## src/rtl/idbs_pkg.sv

```systemverilog
// Package: shared constants, types and the twiddle functions for the band-pass block.
`default_nettype none
package idbs_pkg;

    localparam int DftPointsDefault   = 64;
    localparam int SampleWidthDefault = 16;
    localparam int ResultsMax         = 64;
    localparam int GuardBits          = 4;
    localparam int TwidFrac           = 16;
    localparam int TwidWidth          = 18;
    localparam int CfgWidth           = 7;
    localparam int CfgIdxWidth        = 2;

    localparam logic [CfgIdxWidth-1:0] REG_SERIES_LENGTH = 2'd0;
    localparam logic [CfgIdxWidth-1:0] REG_LOW_BIN       = 2'd1;
    localparam logic [CfgIdxWidth-1:0] REG_HIGH_BIN      = 2'd2;

    typedef enum logic [2:0] {
        ST_LOAD,
        ST_FWD,
        ST_FWD_WB,
        ST_INV,
        ST_INV_OUT
    } idbs_state_t;

    typedef struct packed {
        logic store_sample;
        logic fwd_clear;
        logic fwd_mac;
        logic fwd_write;
        logic inv_clear;
        logic inv_mac;
        logic inv_emit;
    } idbs_cmd_t;

    // Quotient of two non-negative values by shift and subtract.
    function automatic longint div_pos(input longint num, input longint den);
        longint quo;
        longint rem;
        quo = 0;
        rem = 0;
        for (int i = 62; i >= 0; i--)
        begin
            rem = (rem <<< 1) | ((num >>> i) & 64'sd1);
            quo = quo <<< 1;
            if (rem >= den)
            begin
                rem = rem - den;
                quo = quo | 64'sd1;
            end
        end
        div_pos = quo;
    endfunction

    // Quarter-wave cosine/sine in Q30 from a truncated Taylor series.
    function automatic void quarter_trig(input longint x, output longint c, output longint s);
        longint x2;
        longint tc;
        longint ts;
        longint k;
        x2 = (x * x) >>> 30;
        tc = 64'sd1 <<< 30;
        c  = tc;
        ts = x;
        s  = x;
        for (k = 1; k <= 8; k++) begin
            tc = div_pos((tc * x2) >>> 30, (2 * k - 1) * (2 * k));
            ts = div_pos((ts * x2) >>> 30, (2 * k) * (2 * k + 1));
            if (k[0]) begin
                c = c - tc;
                s = s - ts;
            end
            else begin
                c = c + tc;
                s = s + ts;
            end
        end
    endfunction

    function automatic longint floor_shift(input longint v, input int sh);
        floor_shift = v >>> sh;
    endfunction

    // Twiddle for index m of an n_pts point transform; sel_sin picks sine.
    function automatic logic signed [TwidWidth-1:0] twiddle(input int m, input int n_pts,
                                                             input logic sel_sin);
        longint c;
        longint s;
        longint cq;
        longint sq;
        int lg;
        int quarter;
        int q;
        int r;
        lg = $clog2(n_pts);
        quarter = n_pts >>> 2;
        q = m >>> (lg - 2);
        r = m & (quarter - 1);
        quarter_trig((64'sd6746518852 * longint'(r)) >>> lg, c, s);
        c = floor_shift(c + (64'sd1 <<< 13), 14);
        s = floor_shift(s + (64'sd1 <<< 13), 14);
        case (q & 3)
            0: begin cq = c;  sq = s;  end
            1: begin cq = -s; sq = c;  end
            2: begin cq = -c; sq = -s; end
            default: begin cq = s; sq = -c; end
        endcase
        twiddle = sel_sin ? TwidWidth'(sq) : TwidWidth'(cq);
    endfunction

endpackage
`default_nettype wire

```

## src/rtl/idbs_ctrl.sv

```systemverilog
// Controller: sequences load, forward DFT, band write-back, inverse DFT and output.
`default_nettype none
module idbs_ctrl
    import idbs_pkg::*;
#(
    parameter int DFT_POINTS = DftPointsDefault
) (
    input  wire logic                          clk,
    input  wire logic                          rst_n,
    input  wire logic                          in_valid,
    input  wire logic                          out_busy,
    input  wire logic [$clog2(DFT_POINTS):0]   len,
    output logic                               in_ready,
    output logic                               out_valid,
    output logic                               last,
    output idbs_cmd_t                          cmd,
    output logic [$clog2(DFT_POINTS)-1:0]      row,
    output logic [$clog2(DFT_POINTS)-1:0]      col
);
    localparam int LogN = $clog2(DFT_POINTS);
    // Columns past the last point drain the fetch and multiply stages of the pipeline.
    localparam logic [LogN:0] ColLast = (LogN+1)'(DFT_POINTS + 1);

    idbs_state_t state_reg, state_next;
    logic [LogN:0] load_reg, load_next;
    logic [LogN:0] row_reg, row_next;
    logic [LogN:0] col_reg, col_next;

    logic accept;
    logic full;
    logic col_end;
    logic row_fwd_end;
    logic row_inv_end;

    assign in_ready    = (state_reg == ST_LOAD);
    assign accept      = in_valid && in_ready;
    assign full        = (load_reg >= len);
    assign col_end     = (col_reg == ColLast);
    assign row_fwd_end = (row_reg == (LogN+1)'(DFT_POINTS - 1));
    assign row_inv_end = (row_reg == len - 1'b1);
    assign row         = row_reg[LogN-1:0];
    assign col         = col_reg[LogN-1:0];
    assign out_valid   = (state_reg == ST_INV_OUT);
    assign last        = row_inv_end;

    always_comb
    begin
        state_next = state_reg;
        load_next  = load_reg;
        row_next   = row_reg;
        col_next   = col_reg;
        unique case (state_reg)
            ST_LOAD:
            begin
                if (accept)
                begin
                    if (!full)
                    begin
                        load_next = load_reg + 1'b1;
                    end
                    if (full || (load_reg + 1'b1 >= len))
                    begin
                        state_next = ST_FWD;
                        row_next   = '0;
                        col_next   = '0;
                    end
                end
            end
            ST_FWD:
            begin
                col_next = col_reg + 1'b1;
                if (col_end)
                begin
                    state_next = ST_FWD_WB;
                end
            end
            ST_FWD_WB:
            begin
                col_next = '0;
                row_next = row_reg + 1'b1;
                if (row_fwd_end)
                begin
                    state_next = ST_INV;
                    row_next   = '0;
                end
                else
                begin
                    state_next = ST_FWD;
                end
            end
            ST_INV:
            begin
                col_next = col_reg + 1'b1;
                if (col_end)
                begin
                    state_next = ST_INV_OUT;
                end
            end
            ST_INV_OUT:
            begin
                if (!out_busy)
                begin
                    col_next = '0;
                    row_next = row_reg + 1'b1;
                    if (row_inv_end)
                    begin
                        state_next = ST_LOAD;
                        load_next  = '0;
                    end
                    else
                    begin
                        state_next = ST_INV;
                    end
                end
            end
            default:
            begin
                state_next = ST_LOAD;
            end
        endcase
    end

    always_comb
    begin
        cmd = '0;
        unique case (state_reg)
            ST_LOAD:    cmd.store_sample = accept && !full;
            ST_FWD:
            begin
                cmd.fwd_clear = (col_reg == '0);
                cmd.fwd_mac   = !col_reg[LogN];
            end
            ST_FWD_WB:  cmd.fwd_write = 1'b1;
            ST_INV:
            begin
                cmd.inv_clear = (col_reg == '0);
                cmd.inv_mac   = !col_reg[LogN];
            end
            ST_INV_OUT: cmd.inv_emit = !out_busy;
            default:    cmd = '0;
        endcase
    end

    always_ff @(posedge clk or negedge rst_n)
    begin
        if (!rst_n)
        begin
            state_reg <= ST_LOAD;
            load_reg  <= '0;
            row_reg   <= '0;
            col_reg   <= '0;
        end
        else
        begin
            state_reg <= state_next;
            load_reg  <= load_next;
            row_reg   <= row_next;
            col_reg   <= col_next;
        end
    end
endmodule
`default_nettype wire

```

## config.mk

```make
export PLATFORM = sky130hd
export DESIGN_NAME = idbs_ctrl
export DESIGN_NICKNAME = d
export VERILOG_FILES = /design/src/rtl/idbs_pkg.sv /design/src/rtl/idbs_ctrl.sv
export SDC_FILE = /design/constraint.sdc
export NUM_CORES = 1
export LEC_CHECK = 0
export ABC_AREA = 1
export BUFFER_PORTS_ARGS = -buffer_cell sky130_fd_sc_hd__buf_4
export CAP_MARGIN = 20
export CORE_ASPECT_RATIO = 0.5
export CORE_MARGIN = 8
export CORE_UTILIZATION = 25
export CTS_BUF_LIST = sky130_fd_sc_hd__clkbuf_8
export DETAILED_ROUTE_END_ITERATION = 8
export GPL_TIMING_DRIVEN = 0
export PLACE_DENSITY_LB_ADDON = 0.08
export RECOVER_POWER = 100
export SYNTH_ARGS = -nofsm -noshare
export SYNTH_HDL_FRONTEND = slang
export SYNTH_SLANG_ARGS = --single-unit
export TNS_END_PERCENT = 30
```

## constraint.sdc

```tcl
create_clock -name clk -period 2.15 [get_ports clk]
set_input_delay 0.1075 -clock clk [delete_from_list [all_inputs] [get_ports clk]]
set_output_delay 0.1075 -clock clk [all_outputs]
set_load 0.03 [all_outputs]
```

==> out/qor.csv, run 1 <==
stage,metric,value,unit
pwr,pwr dens,349,mW/mm^2
synthesis,Post-synth ARST share,1.00,
layout,fin area,0.00282,mm^2
clocking,clock latency on the worst-skew pair,0.28,ns
sta,final-report setup violation count,18,
place,GPL Wtd Cong,0.818,
route,Vias/cell,4.25,
synthesis,syn nets,357,
worst_setup_path,crit start category,flop,
route,vias,2068,
synthesis,Synth area leader,dfrtp_1,
layout,nets,402,
clocking,clock transition at the registers of the reported paths,0.10,ns
run_status,failing checks,"max-capacitance violations, max-slew violations, negative setup slack",
route,drt pass-1 iters,4,
layout,fillers,986,
pwr,Clk pwr share,0.429,
worst_setup_path,CP Launch Point,load_reg[0]$_DFFE_PN0P_,
worst_setup_path,crit-path max FO,10,
global_route,largest net degree at the start of global routing,25,
sta,Layout Skew,0.00184,ns
clocking,CTS buffer count,3,
synthesis,Post-synth EDFFs,0,
worst_setup_path,R2R Setup Slk,-0.25,ns
floorplan,die area,0.0124,mm^2
sta,min Tclk post-route,2.40,ns
clocking,H-tree lvl count,1,
route,DRC,0,
synthesis,Synth Area per Inst,6.86,um^2
global_route,first-pass GRT wire length,10.3,mm
global_route,vias in the first global route,2114,
synthesis,"Top FF cell, synth",dfrtp_1,
sta,final hold vios,0,
worst_setup_path,beginning of the worst register-to-register path,load_reg[0]$_DFFE_PN0P_,
place,port bufs,32,
pwr,combinational fraction of design power,0.105,
worst_setup_path,Critical Path End Type,flop,
sta,RSZ-0062 raised after global routing,yes,
layout,area occupied by multi-input gates,0.00143,mm^2
route,"antenna viol nets, final",0,
run,max cap viols,1,
floorplan,core area,0.00871,mm^2
layout,antenna cells,0,
route,final wirelength,5.96,mm
worst_hold_path,Hold Crit Class,input port to flop,
global_route,gr ovfl total,0,
synthesis,"Seq/Total Area, Yosys",0.269,
worst_setup_path,CP Capture Point,row_reg[2]$_DFFE_PN0P_,
floorplan,DIE HEIGHT,82.9,um
layout,layout cells sized above 1,0.257,
route,post-DR wirelength/cell,12.2,um
synthesis,Post-Synthesis Cells,326,
sta,Slew HR,-0.0169,
clocking,clock buffer depth,2,
clocking,Clock Sinks,24,
sta,Peak Freq,0.416,GHz
pwr,P_leak,1.52,nW
floorplan,I/O Pins,33,
synthesis,Post-synth top cells,"nand2_1 (111), inv_1 (39), nor2_1 (34), dfrtp_1 (24), ha_1 (20)",
layout,Final Util,0.323,
pwr,Overall Power,0.982,mW
worst_setup_path,worst r2r path cells,14,
synthesis,Synth cell types,34,
place,Post-DP Area,0.00262,mm^2
worst_setup_path,Worst EP arrival,2.62,ns
sta,worst-margin pin slew,1.53,ns
place,dpl ws,-0.441,ns
global_route,initial antenna violation count,0,
worst_setup_path,reg2reg end,row_reg[2]$_DFFE_PN0P_,
global_route,GRT Overall Usage,0.101,
pwr,share of power burned in registers,0.465,
synthesis,Synth Cell Area,0.00224,mm^2
place,DP Wirelength,4.74,mm
synthesis,"flops & latches, synth",24,
synthesis,largest cells by area after synthesis,"dfrtp_1 (27%), nand2_1 (19%), ha_1 (11%), inv_1 (6.5%), nor2_1 (5.7%)",
sta,Tcrit/Tclk final,1.12,
pwr,Switching Share,0.243,
pwr,Internal Power,0.743,mW
place,Cells after DPL,475,
route,initial DRC count,85,
floorplan,die width,150,um
layout,Layout Cells excl Fill,487,
sta,Hold WS,0.0677,ns
sta,PnR worst setup slack,-0.253,ns
clocking,clock root buffer,clkbuf_8,
floorplan,Site Rows,24,
worst_setup_path,WP data required,2.37,ns
sta,count of pins over their slew limit,25,
floorplan,starting density of the core,0.257,
worst_setup_path,Crit Path Class,flop to flop,
layout,Seq. cell area,604,um^2
pwr,switching pwr,0.239,mW
synthesis,Yosys top cell area share,0.269,
synthesis,YS warnings,0,
layout,synthesis-to-layout area growth,25.9,%
pwr,Max rail drop VDD,0.301,mV
run_status,status,finished with violations,
clocking,CTS tree,done,
synthesis,"count leader, synth",nand2_1,
sta,setup_tns,-3.81,ns
## critical path, cell delays in order, from the launching register on
cell and delay (ns):
dfrtp_1 0.37, ha_2 0.20, nand3_2 0.08, nand3b_1 0.21, xnor2_2 0.16, ha_1 0.31, nand2_2 0.08, o21bai_1 0.10
nand2_1 0.11, nor2_2 0.11, nand2_2 0.10, o21ai_4 0.20, buf_8 0.17, nand2_2 0.05, o21ai_2 0.06
## metal layers
metal	part of all wire	vias up	GRT usage
li1	-	1100	-
met3	0.034	2	0.0308
met4	0.0049	0	0.0153
met2	0.47	23	0.171
met1	0.49	943	0.127
met5	0	-	0
## power by group through the flow
stage                     combinational [mW]  clock (mW)  sequential [mW]
after floorplan                       0.0566           0            0.464
after global placement                 0.102           0            0.466
after detailed placement               0.103           0            0.466
after CTS                              0.106       0.445            0.457
after global routing                   0.118       0.467            0.457
final                                  0.104       0.422            0.457
## timing repair
action | CTS | global route
pin swaps | 6 | 4
hold buffers | 1 | 0
gates resized for setup | 12 | 8
buffers inserted | 5 | 2
endpoints found under the hold margin | 24 | 0
endpoints found under the setup margin | 18 | 25
## how the worst min path moves through the flow
stage | startpoint | to | depth (start not counted)
detailed placement | rst_n | col_reg[1]$_DFFE_PN0P_ | 1
floorplan | rst_n | col_reg[0]$_DFFE_PN0P_ | 0
finish | out_busy | state_reg[2]$_DFFE_PN0P_ | 3
CTS | out_busy | state_reg[2]$_DFFE_PN0P_ | 3
global route | out_busy | state_reg[2]$_DFFE_PN0P_ | 3
global placement | rst_n | col_reg[1]$_DFFE_PN0P_ | 1
## layout make-up
| class | count | share of cell area |
|---|---|---|
| repair buffers | 40 | 0.105 |
| clock inverters | 1 | 0.0107 |
| clock buffers | 3 | 0.0147 |
| plain buffers | 13 | 0.0373 |
| inverters | 43 | 0.0582 |
| well taps | 117 | 0.0520 |
| multi-input cells | 246 | 0.508 |
| flip-flops and latches | 24 | 0.215 |
## layout by cell type (no fill, tap or decap), types with 3 or more instances in the layout
master / count
nand2_1: 109
inv_1: 38
buf_4: 37
nor2_1: 30
dfrtp_1: 21
ha_1: 19
nand3_1: 18
clkbuf_4: 10
nand2_2: 8
xor2_1: 6
o21ai_0: 6
nand4_1: 5
inv_2: 4
nor2_2: 4
a21oi_1: 4
o21ai_1: 4
o21ai_2: 4
nor2_4: 3
nand3b_1: 3
o21ai_4: 3
clkbuf_8: 3
clkbuf_1: 3
dfrtp_2: 3
## cell families (layout without fill, tap and decap cells)
| logic type | after synthesis | in the layout | synth area share |
|---|---|---|---|
| AOI/OAI and AO/OA | 26 | 26 | 0.0823 |
| xor gates and xnor gates | 9 | 9 | 0.0353 |
| adders and majority gates | 20 | 20 | 0.112 |
| buffers and inverters | 56 | 100 | 0.119 |
| DFF | 24 | 24 | 0.269 |
| and+or+nand+nor | 191 | 191 | 0.383 |
Power figures use the tool's default switching activity.
==> inputs of run 2 (changes only) <==
- GPL_TIMING_DRIVEN: 0 -> unset
==> run 2 against run 1 <==
The flow finishes with violations (negative setup slack). Count of clock-buffer cells in the layout unchanged. Sequential share of layout area down 0.098 points. Die area unchanged. Highest routed layer unchanged. Largest cell class unchanged.
==> out/qor.csv, run 2 (synthesis results as in run 1) <==
stage,metric,value,unit,change
layout,synthesis-to-layout area growth,26.0,%,about the same
worst_setup_path,Crit Path Class,flop to flop,,
route,initial DRC count,110,,+29%
route,final wirelength,6.07,mm,+1.9%
worst_hold_path,hold wc startpoint,out_busy,,
route,DRC,0,,unchanged
sta,Layout Skew,0.00397,ns,+0.00213 ns
place,DP Wirelength,4.88,mm,+3.1%
floorplan,die width,150,um,unchanged
worst_setup_path,Worst EP arrival,2.50,ns,-0.12 ns
pwr,pwr dens,346,mW/mm^2,-0.89%
global_route,vias in the first global route,2065,,-2.3%
place,GPL Wtd Cong,0.787,,-3.8%
worst_setup_path,crit start category,flop,,
clocking,CTS tree,done,,
run_status,status,finished with violations,,
sta,min Tclk post-route,2.29,ns,-0.118 ns
sta,final hold vios,0,,unchanged
clocking,CTS buffer count,3,,unchanged
global_route,initial antenna violation count,0,,unchanged
sta,PnR worst setup slack,-0.135,ns,+0.118 ns
floorplan,DIE HEIGHT,82.9,um,unchanged
layout,layout cells sized above 1,0.242,,-0.0149
clocking,Clock Sinks,24,,unchanged
layout,antenna cells,0,,unchanged
pwr,P_leak,1.50,nW,-1.4%
floorplan,die area,0.0124,mm^2,unchanged
route,vias,2088,,+0.97%
global_route,gr ovfl total,0,,unchanged
floorplan,core area,0.00871,mm^2,unchanged
sta,worst-margin pin slew,1.43,ns,-0.0987 ns
worst_setup_path,crit-path max FO,7,,-3
pwr,Max rail drop VDD,0.242,mV,-19%
worst_hold_path,Worst Hold Path EP,state_reg[2]$_DFFE_PN0P_,,
worst_setup_path,beginning of the worst register-to-register path,load_reg[0]$_DFFE_PN0P_,,
worst_setup_path,WP data required,2.37,ns,about the same
run,max cap viols,0,,-1
clocking,clock latency on the worst-skew pair,0.28,ns,about the same
sta,Peak Freq,0.438,GHz,+5.1%
floorplan,starting density of the core,0.257,,unchanged
route,"antenna viol nets, final",0,,unchanged
worst_hold_path,Hold Crit Class,input port to flop,,
worst_hold_path,Hold Path Cell Cnt,3,,unchanged
place,port bufs,32,,unchanged
floorplan,I/O Pins,33,,unchanged
global_route,GRT Overall Usage,0.0996,,-0.00182
worst_setup_path,reg2reg end,col_reg[6]$_DFFE_PN0P_,,
global_route,largest net degree at the start of global routing,25,,unchanged
place,Post-DP Area,0.00263,mm^2,+0.33%
layout,nets,400,,-0.50%
clocking,clock root buffer,clkbuf_8,,
layout,"commonest non-fill, non-tap cell in the layout",nand2_1,,
worst_setup_path,Critical Path End Type,flop,,
worst_setup_path,R2R Setup Slk,-0.14,ns,+0.12 ns
floorplan,Site Rows,24,,unchanged
sta,Slew HR,0.0489,,+0.0658
run_status,failing checks,negative setup slack,,
clocking,clock buffer depth,2,,unchanged
layout,most frequent cells in the layout,"nand2_1 (107), inv_1 (39), buf_4 (36), nor2_1 (30), dfrtp_1 (23)",,
sta,RSZ-0062 raised after global routing,yes,,
clocking,clock transition at the registers of the reported paths,0.10,ns,about the same
route,post-DR wirelength/cell,12.5,um,+2.3%
route,drt pass-1 iters,4,,unchanged
sta,final-report setup violation count,18,,unchanged
sta,count of pins over their slew limit,0,,-100%
route,Vias/cell,4.31,,+1.4%
sta,Tcrit/Tclk final,1.06,,-0.0547
sta,Hold WS,0.0763,ns,+0.00861 ns
worst_setup_path,worst r2r path cells,15,,+1
clocking,H-tree lvl count,1,,unchanged
layout,fin area,0.00282,mm^2,about the same
global_route,first-pass GRT wire length,10.2,mm,-0.67%
## run 2: cell types whose count changed in the layout (fill, tap and decap cells not counted), moves of 2 or more
cell	delta
clkbuf_1	+9
nand2_1	-2
clkbuf_4	-10
dfrtp_1	+2
o21ai_2	+3
nand2_2	+2
o21ai_1	-3
dfrtp_2	-2
## run 2: metal layers
layer | global-route usage | vias up | routed length, um
met5 | 0 | - | 0
met4 | 0.00811 | 0 | 19
met3 | 0.0281 | 2 | 263
met2 | 0.159 | 26 | 2820
met1 | 0.135 | 962 | 2970
li1 | - | 1098 | -
## run 2: report_power, final
group | total, mW | switching [mW] | internal, mW
Clock | 0.416 | 0.166 | 0.249
Combinational | 0.101 | 0.0622 | 0.0388
Sequential | 0.457 | 0.00406 | 0.453
Total | 0.973 | 0.232 | 0.741
## run 2: repair_timing
action,in CTS,in global routing
hold buffers,1,0
endpoints found under the setup margin,18,25
buffers inserted,1,4
pin swaps,5,15
hold endpoints to repair,24,0
gates resized for setup,5,20
## run 2: worst max-delay path, stage by stage (launching register included)
cell	delay, ns
dfrtp_1	0.37
ha_2	0.20
nand3_2	0.10
nand3b_1	0.21
xnor2_2	0.17
ha_1	0.29
nand2_1	0.08
o21bai_1	0.11
nand2_1	0.08
nor2_2	0.09
nand2_2	0.09
nor2_4	0.13
nor2_2	0.06
o21ai_4	0.11
nand2_1	0.08
nand2_1	0.07
## run 2: stage by stage
stage | util | cells | TNS [ns] | setup WS, ns | power, mW
2_1_floorplan | - | 326 | -0.161 | -0.0355 | 0.521
3_3_place_gp | 0.302 | 475 | -2.28 | -0.174 | 0.565
3_5_place_dp | 0.302 | 475 | -3.49 | -0.270 | 0.566
4_1_cts | 0.315 | 481 | -3.56 | -0.252 | 0.993
5_1_grt | 0.323 | 485 | -4.20 | -0.269 | 1.03
6_report | 0.323 | 485 | -1.88 | -0.135 | 0.973
## run 2: worst max-delay path by stage
stage | start | end | cells after the start
finish | load_reg[0]$_DFFE_PN0P_ | col_reg[6]$_DFFE_PN0P_ | 15
global route | load_reg[0]$_DFFE_PN0P_ | col_reg[5]$_DFFE_PN0P_ | 15
CTS | load_reg[0]$_DFFE_PN0P_ | col_reg[6]$_DFFE_PN0P_ | 15
detailed placement | load_reg[0]$_DFFE_PN0P_ | col_reg[2]$_DFFE_PN0P_ | 15
global placement | load_reg[0]$_DFFE_PN0P_ | col_reg[4]$_DFFE_PN0P_ | 15
floorplan | load_reg[0]$_DFFE_PN0P_ | row_reg[4]$_DFFE_PN0P_ | 13
## run 2: cell type report
type	count	area, um^2
Clock buffer	3	41.3
Clock inverter	1	30.0
Fill cell	949	5890
Inverter	43	164
Multi-Input combinational cell	246	1480
Sequential cell	24	602
Tap cell	117	146
Timing Repair Buffer	51	357
==> inputs of run 3 (changes only) <==
- CORE_UTILIZATION: 25 -> 47
==> run 3 against run 2 <==
The run still ends with negative setup slack left. Worst hold slack worse by 0.0088 ns. Non-clock buffer count down 8. Global-route usage rose by 4.8 points. Critical path depth fell by 1. Fmax down 2.2%. Count of clock-buffer cells in the layout did not move. Critical path type unchanged. Largest power group unchanged.
==> out/qor.csv, run 3 (synthesis results as in run 1) <==
stage,metric,value,unit,change
route,top layer in use,met4,,
worst_setup_path,Worst EP arrival,2.54,ns,+0.04 ns
run_status,failing checks,negative setup slack,,
route,WL met3,352,um,+34%
sta,Tcrit/Tclk final,1.09,,+0.0239
layout,Final Util,0.594,,+0.271
global_route,vias in the first global route,1947,,-5.7%
route,Vias/cell,4.81,,+12%
layout,antenna cells,0,,unchanged
clocking,clock root buffer,clkbuf_8,,
place,DP Wirelength,4.14,mm,-15%
run_status,status,finished with violations,,
clocking,clock buffer depth,2,,unchanged
sta,min Tclk post-route,2.34,ns,+0.0514 ns
global_route,GRT Overall Usage,0.148,,+0.0480
global_route,initial antenna violation count,0,,unchanged
floorplan,Site Rows,17,,-29%
sta,Slew HR,0.0430,,-0.00593
route,drt pass-1 iters,4,,unchanged
pwr,Max rail drop VDD,0.287,mV,+18%
floorplan,die width,114,um,-24%
sta,final-report setup violation count,17,,-1
clocking,CTS buffer count,3,,unchanged
global_route,gr ovfl total,0,,unchanged
layout,synthesis-to-layout area growth,19.3,%,
run,max cap viols,0,,unchanged
global_route,first-pass GRT wire length,8.93,mm,-13%
worst_hold_path,Hold Crit Class,input port to flop,,
route,Detail Route met2 WL,2.28,mm,-19%
worst_setup_path,Critical Path End Type,flop,,
floorplan,I/O Pins,33,,unchanged
floorplan,die area,0.00735,mm^2,-41%
layout,area occupied by multi-input gates,0.00145,mm^2,-1.7%
worst_setup_path,Crit Path Class,flop to flop,,
sta,PnR worst setup slack,-0.186,ns,-0.0514 ns
layout,nets,392,,-2.0%
sta,Peak Freq,0.428,GHz,-2.2%
route,initial DRC count,108,,-1.8%
layout,layout cells sized above 1,0.206,,-0.0363
layout,"commonest non-fill, non-tap cell in the layout",nand2_1,,
floorplan,starting density of the core,0.498,,+0.241
floorplan,DIE HEIGHT,64.8,um,-22%
route,DRC,0,,unchanged
worst_setup_path,WP data required,2.36,ns,about the same
global_route,largest net degree at the start of global routing,25,,unchanged
place,GPL Wtd Cong,0.862,,+9.6%
route,vias,2048,,-1.9%
sta,Layout Skew,0.00557,ns,+0.00160 ns
clocking,Clock Sinks,24,,unchanged
sta,worst-margin pin slew,1.44,ns,+0.00889 ns
layout,most frequent cells in the layout,"nand2_1 (109), inv_1 (39), nor2_1 (31), buf_4 (28), dfrtp_1 (24)",,
worst_setup_path,crit start category,flop,,
clocking,clock latency on the worst-skew pair,0.28,ns,about the same
place,port bufs,32,,unchanged
layout,Seq. cell area,601,um^2,-0.21%
pwr,pwr dens,364,mW/mm^2,+5.3%
floorplan,core area,0.00449,mm^2,-48%
layout,fillers,427,,-55%
clocking,H-tree lvl count,1,,unchanged
pwr,Overall Power,0.970,mW,-0.33%
sta,count of pins over their slew limit,0,,unchanged
clocking,CTS tree,done,,
worst_setup_path,crit-path max FO,14,,+7
sta,RSZ-0062 raised after global routing,yes,,
clocking,clock transition at the registers of the reported paths,0.10,ns,about the same
route,final wirelength,5.29,mm,-13%
route,"antenna viol nets, final",0,,unchanged
route,post-DR wirelength/cell,12.4,um,-0.76%
pwr,P_leak,1.45,nW,-3.4%
sta,final hold vios,0,,unchanged
route,met1 WL,2.61,mm,-12%
-- run 3: cell types whose count changed in the layout (fill, tap and decap cells not counted), moves of 2 or more --
cell     delta
buf_4       -8
o21ai_1     +3
nand2_1     +2
nand2_2     -2
o21ai_2     -3
-- run 3: worst max-delay path: stages, from the launching register on --
cell and delay, ns:
dfrtp_1 0.38, ha_2 0.21, nand3_2 0.10, nand3b_1 0.21
xnor2_2 0.16, ha_1 0.30, nand2_1 0.09, o21bai_1 0.11
nand2_1 0.06, nor2_1 0.11, nand2_2 0.10, o21ai_4 0.15
buf_12 0.16, nand2_2 0.05, o21ai_1 0.07
-- run 3: area by class of cell --
cell class	count	share of cell area
Tap cell	66	0.0310
Multi-Input combinational cell	246	0.544
Timing Repair Buffer	43	0.111
Inverter	43	0.0615
Sequential cell	24	0.225
Clock inverter	1	0.0113
Clock buffer	3	0.0155
-- run 3: what timing repair did --
action | 4_1_cts | 5_1_grt
setup endpoints to repair | 18 | 25
hold buffers | 1 | 0
setup buffers | 1 | 1
resized for setup | 4 | 13
endpoints found under the hold margin | 24 | 0
pin swaps | 2 | 9
-- run 3: report_power, final --
part	switching (mW)	leakage (nW)	total (mW)	internal [mW]
clock network	0.164	0.0357	0.413	0.249
registers	0.00373	0.315	0.457	0.453
logic	0.0619	1.10	0.100	0.0384
total	0.230	1.45	0.970	0.741
-- run 3: metrics by stage --
stage	instance area, um^2	hold slack (ns)	setup TNS [ns]	setup WS [ns]	instances
after detailed placement	2540	0.0401	-1.91	-0.155	420
after global routing	2670	0.0795	-5.51	-0.341	426
after floorplan	2240	-0.188	-0.161	-0.0355	326
after CTS	2640	0.0679	-2.59	-0.173	426
final	2670	0.0676	-2.63	-0.186	426
after global placement	2540	0.0413	-1.00	-0.0854	420
-- run 3: per-layer routing --
| layer | vias to the layer above | global-route usage |
|---|---|---|
| li1 | 1081 | - |
| met1 | 911 | 0.197 |
| met2 | 48 | 0.232 |
| met3 | 8 | 0.0452 |
| met4 | 0 | 0.0280 |
| met5 | - | 0 |
-- run 3: worst paths after layout --
kind | startpoint | endpoint | slack [ns] | cells past startpoint
min in group asynchronous | rst_n | row_reg[4]$_DFFE_PN0P_ | 0.69 | 2
hold reg to reg | col_reg[1]$_DFFE_PN0P_ | col_reg[1]$_DFFE_PN0P_ | 0.56 | 2
max in group asynchronous | rst_n | col_reg[5]$_DFFE_PN0P_ | 0.62 | 2
setup reg to reg | load_reg[1]$_DFFE_PN0P_ | row_reg[5]$_DFFE_PN0P_ | -0.19 | 14
setup / recovery | load_reg[1]$_DFFE_PN0P_ | row_reg[5]$_DFFE_PN0P_ | -0.19 | 14
hold / removal | out_busy | state_reg[2]$_DFFE_PN0P_ | 0.07 | 3
